## config.mk

```make
export PLATFORM = sky130hd
export DESIGN_NAME = hgd_alu
export DESIGN_NICKNAME = d
export VERILOG_FILES = /design/src/hw/rtl/hgd_pkg.sv /design/src/hw/rtl/hgd_alu.sv
export SDC_FILE = /design/constraint.sdc
export NUM_CORES = 2
export LEC_CHECK = 0
export BUFFER_PORTS_ARGS = -buffer_cell sky130_fd_sc_hd__buf_2
export CORE_ASPECT_RATIO = 0.8
export CORE_MARGIN = 8
export CORE_UTILIZATION = 49
export DETAILED_ROUTE_END_ITERATION = 10
export GPL_ROUTABILITY_DRIVEN = 0
export PLACE_DENSITY = 0.75
export SYNTH_ARGS = -nofsm -noshare
export SYNTH_HDL_FRONTEND = slang
export SYNTH_SLANG_ARGS = --single-unit
```

## constraint.sdc

```tcl
create_clock -name vclk -period 14.17
set_input_delay 0.7085 -clock vclk [all_inputs]
set_output_delay 0.7085 -clock vclk [all_outputs]
set_load 0.05 [all_outputs]
```

## src/hw/rtl/hgd_pkg.sv

```systemverilog
// Shared types and constants for the heat grid diffusion block.
package hgd_pkg;

    localparam logic [1:0] OP_WRITE = 2'd0;
    localparam logic [1:0] OP_READ  = 2'd1;
    localparam logic [1:0] OP_STEP  = 2'd2;
    localparam logic [1:0] OP_NONE  = 2'd3;

    localparam logic [16:0] DT_MAX    = 17'd65536;
    localparam logic [16:0] DECAY_Q16 = 17'd64881;

    // Shared unit operation codes
    localparam logic [1:0] ALU_RATE  = 2'd0;
    localparam logic [1:0] ALU_HALF  = 2'd1;
    localparam logic [1:0] ALU_RSUM  = 2'd2;
    localparam logic [1:0] ALU_DECAY = 2'd3;

    typedef struct packed {
        logic [1:0]         operation;
        logic [5:0]         cell_x;
        logic [6:0]         cell_y;
        logic signed [31:0] write_value;
        logic [16:0]        time_step;
    } t_in_item;

    typedef struct packed {
        logic signed [31:0] temperature;
        logic signed [31:0] gradient_x;
        logic signed [31:0] gradient_y;
        logic [31:0]        elapsed_time;
        logic               done_res;
    } t_out_item;

    typedef struct packed {
        logic [1:0]         op;
        logic signed [33:0] a;
        logic signed [33:0] b;
        logic signed [33:0] c;
        logic [16:0]        k;
    } t_alu_req;

endpackage

```

## src/hw/rtl/hgd_alu.sv

```systemverilog
// Shared arithmetic unit: multiply-add, rounded shift and saturation, combinational.
module hgd_alu
    import hgd_pkg::*;
(
    input  t_alu_req           i_req,
    output logic signed [31:0] o_res
);
    logic signed [67:0] w_full;
    logic signed [67:0] w_rnd;
    logic signed [67:0] w_sh;

    // Form the unscaled value, then round and shift per operation
    always_comb begin
        w_full = '0;
        w_rnd  = '0;
        w_sh   = '0;
        case (i_req.op)
            ALU_RATE: begin
                w_full = 68'(i_req.b) * $signed({1'b0, i_req.k});
                w_rnd  = w_full + 68'sd32768;
                w_sh   = (w_rnd >>> 16) + 68'(i_req.a);
            end
            ALU_HALF: begin
                w_full = 68'(i_req.a) + 68'(i_req.c) - (68'(i_req.b) <<< 1);
                w_rnd  = w_full + 68'sd1;
                w_sh   = w_rnd >>> 1;
            end
            ALU_RSUM: begin
                w_full = (68'(i_req.a) + 68'(i_req.b)) * 68'sd7;
                w_rnd  = w_full + 68'sd1;
                w_sh   = w_rnd >>> 1;
            end
            default: begin
                w_full = 68'(i_req.a) * $signed({1'b0, i_req.k});
                w_rnd  = w_full + 68'sd32768;
                w_sh   = w_rnd >>> 16;
            end
        endcase
        // Saturate to the signed 32-bit range
        if (w_sh > 68'sd2147483647) begin
            o_res = 32'sh7fffffff;
        end else if (w_sh < -68'sd2147483648) begin
            o_res = 32'sh80000000;
        end else begin
            o_res = w_sh[31:0];
        end
    end
endmodule

```

# Word level (Yosys, flattened, before mapping)
# Index checks and enable logic that the tools add are counted.
[totals]
regBits = 0
input_bits = 121
output_inout_bits = 32
wordCells = 19
[op_classes]
add_sub_neg = 8
mul = 3
magnitude_cmp = 2
n_eq_ne = 2
n_mux = 3
reduce_logical = 1
[ops]
columns = ["operator", "n"]
rows = [
  ["68-bit case mux with 3 select lines", 1],
  ["52-bit by 17-bit adder with 53-bit output, second input constant", 2],
  ["34-bit by 18-bit multiplier with 52-bit output", 2],
  ["34-bit by 34-bit adder with 35-bit output", 2],
  ["68-bit by 32-bit greater-than comparator with 1-bit output, second input constant", 1],
  ["68-bit by 32-bit less-than comparator with 1-bit output, second input constant", 1],
  ["32-bit two-way mux", 2],
  ["39-bit by 2-bit adder with 40-bit output, second input constant", 1],
  ["35-bit by 4-bit multiplier with 39-bit output, second input constant", 1],
  ["37-bit by 34-bit adder with 38-bit output", 1],
  ["36-bit by 2-bit adder with 37-bit output, second input constant", 1],
  ["35-bit by 35-bit subtractor with 36-bit output", 1],
  ["2-bit by 1-bit == test with 1-bit output, second input constant", 1],
  ["2-bit == test, second input constant", 1],
  ["2-bit zero test", 1],
]

# Depth between registers and ports, before layout
[logic_depth]
word_depth = 7
mapped_depth = 41
depth_no_buf = 39

# Worst setup path before layout
# OpenSTA, ideal clock, no wires.
[synth_timing]
kind = "input -> output"
start = "in i_req[9] (netlist bit)"
end = "out o_res[0]"
t_arrival_ns = 10.588
required_time_ns = 13.462
slack_ns = 2.874
cell_stages = 39
n_path_buf = 3
path_cell_list = "clkbuf_1 clkbuf_1 nand2_1 fa_1 inv_1 fa_1 inv_1 fa_1 inv_1 fa_1 fa_1 inv_1 fa_1 inv_1 ha_1 nand4_1 a21oi_1 a211oi_1 [... 3 more ...] a21oi_1 or2_2 a41o_1 o41ai_2 nor3_1 a311o_1 ha_1 a21o_1 a21oi_1 o21bai_1 a31o_2 or4b_1 nand4b_1 mux2i_1 a211oi_2 a41oi_1 buf_6 o21ai_0"
[synth_via]
elab_chain_len = 7
elab_cells_between_ends = 10
[synth_rtl]
columns = ["element", "line", "text"]
rows = [
  ["from (decl)", "hgd_alu.sv:5", "input t_alu_req i_req,"],
  ["34-bit by 18-bit multiplier with 52-bit output", "hgd_alu.sv:19", "w_full = 68'(i_req.b) * $signed({1'b0, i_req.k});"],
  ["52-bit by 17-bit adder with 53-bit output", "hgd_alu.sv:20", "w_rnd = w_full + 68'sd32768;"],
  ["37-bit by 34-bit adder with 38-bit output", "hgd_alu.sv:21", "w_sh = (w_rnd >>> 16) + 68'(i_req.a);"],
  ["68-bit case mux with 3 select lines (*)", "hgd_alu.sv:17", "case (i_req.op)"],
  ["68-bit by 32-bit less-than comparator with 1-bit output", "hgd_alu.sv:42", "end else if (w_sh < -68'sd2147483648) begin"],
  ["32-bit two-way mux", "hgd_alu.sv:42", ""],
  ["32-bit two-way mux (*)", "hgd_alu.sv:40", "if (w_sh > 68'sd2147483647) begin"],
  ["to (decl)", "hgd_alu.sv:6", "output logic signed [31:0] o_res"],
]
# Mark *: on every way between the ends. The rest lies on a longest branch, timed or not.

# Worst setup path in the final report
[layout_timing]
start = "in i_req[12] (netlist bit)"
end = "out o_res[3]"
# Same word-level chain as after synthesis.

==> qor.yml <==
worst_slew_margin_rel: 0.188
cp_slowest_stage_delay_ns: 0.61
post-cts-setup-buffers: 0
fin_cells: 7325
grtUsageMet3: 0.0462
syn_to_final_growth_pct: 3.30
die_y_um: 306
grt_overflow: 0
crit_fanout: 37
rows: 106
synthesis.area_um2: 51500
post_drt_via_cell_ratio: 5.67
ios: 153
run_status: "completed"
grt_antenna_before_repair: 4
fin_util: 0.510
crit_top_cell: "fa_1"
via_count: 41500
ys_top_cells_by_area: "fa_1, ha_1, inv_1, and2_1, nand2_1"
layout-drive-gt1-share: 0.0412
die_w_um: 378
grt_use_met2: 0.408
critPathSlowestCell: "buf_2"
wl_um: 148000
grt_first_pass_wirelength_um: 236000
maxSlewViolCount: 0
gr-usage-all-layers: 0.256
yosys_warnings: 0
grt_busiest_layer: "met2"
seq_cells: 0
max_cap_violations: 0
dr.first_iter.drc_count: 3744
synth_largest_area_cell: "fa_1"
num-fill-cells: 9725
min_path_type: "primary input to primary output"
antennaDiodeCount: 0
fp.dieArea_um2: 116000
ant_nets: 0
period_minus_slack_ns: 12.72
synthesis.instances: 6012
setup_viol: 0
fp.coreArea_um2: 104000
cp-end-kind: "primary output"
rsz0062_at_grt: "no"
synth.most_common_cell: "inv_1"
dr.pass1.iters: 9
worstMarginPinSlew_ns: 1.21
crit_start: "i_req[12]"
hold_viol_final: 0
final_nets: 7712
gr-usage-met1: 0.346
netlist-cell-type-count: 90
fmax_ghz: 0.0786
seq_area_um2: 0
start_kind: "primary input"
clock_buffers: 0
ctsResizeCount: 0
wl_per_cell_um: 20.2
cp-endpoint: "o_res[3]"
cp.required_ns: 13.46
seq_area_frac_synth: 0
grt_pass1_vias: 42900
portBuffers: 153
grt_start_max_net_pins: 57
arrival_ns: 12.01
cts.hold.buffers_added: 0
post-route-period-util: 0.898
syn_avg_cell_area_um2: 8.57
synth_nets: 7801
dp.cells: 7325
post-route-drc-count: 0
dpl.hpwl_um: 119000
tns_ns: 0
synth_top_area_frac: 0.457
synthTopCellsByCount: "inv_1, fa_1, nand2_1"
path_class: "primary input to primary output"
start_util: 0.493
[per-stage QoR]
step | cell area [µm²] | setup WS, ns | hold WS (ns)
6_report | 53200 | 1.45 | 2.21
4_1_cts | 53200 | 1.57 | 2.18
2_1_floorplan | 51500 | 2.87 | 2.02
3_5_place_dp | 53200 | 1.63 | 2.17
3_3_place_gp | 53200 | 1.88 | 2.20
5_1_grt | 53200 | 0.890 | 2.27
[layer usage]
metal / share of wire / routed length (µm)
met1: 0.39 / 58200
met2: 0.45 / 67400
met3: 0.10 / 14900
met4: 0.052 / 7750
met5: 0.00018 / 27
[worst max-delay path: cells and delay by family]
kind,cells,cell delay [ns]
XOR/XNOR,1,0.21
AND/OR/NAND/NOR,8,1.86
AO/OA/AOI/OAI,12,3.60
multiplexers,1,0.09
buffers and inverters,8,2.01
adder cells (fa/ha/maj),8,3.45
[cells in the final DEF, fill, tap and decap left out, drive strengths merged, types with 16 or more instances in the layout]
master   instances
a2111oi         16
xnor2          115
nand2b          24
buf            184
mux4            16
fa            1176
a31oi           23
nor2b           24
a21o            76
o21ai          173
xor2            75
nand3           56
ha             492
and2           599
and3            24
o21a            33
a21oi          205
o21bai          23
nand4           34
nor2           158
a211oi          46
inv           1374
nor3            38
o211ai          28
nand2          738
[worst min path at each step]
stage / startpoint / end / slack [ns] / depth (start not counted)
floorplan: i_req[120] / o_res[10] / 2.02 / 3
finish: i_req[120] / o_res[9] / 2.21 / 4
global route: i_req[120] / o_res[9] / 2.27 / 4
global placement: i_req[120] / o_res[9] / 2.20 / 4
detailed placement: i_req[120] / o_res[9] / 2.17 / 4
CTS: i_req[120] / o_res[9] / 2.18 / 4
[area by class of cell]
| cell class | count | area (µm²) | area share |
|---|---|---|---|
| multi-input combinational | 4363 | 45300 | 0.851 |
| timing repair buffer | 184 | 998 | 0.0188 |
| tap | 1404 | 1760 | 0.0330 |
| inverter | 1374 | 5160 | 0.0970 |
[kinds of logic (layout without fill, tap and decap cells)]
kind of cell | after synthesis | after routing | synth area share
buffers and inverters | 1649 | 1558 | 0.121
AOI/OAI and AO/OA | 734 | 734 | 0.0936
muxes | 22 | 22 | 0.00816
and+or+nand+nor | 1749 | 1749 | 0.168
xor gates and xnor gates | 190 | 190 | 0.0323
adders and majority gates | 1668 | 1668 | 0.577
Power is left out: the tool's default activity adds up to more than one toggle a clock period on the data nets, which glitch-free logic cannot reach.
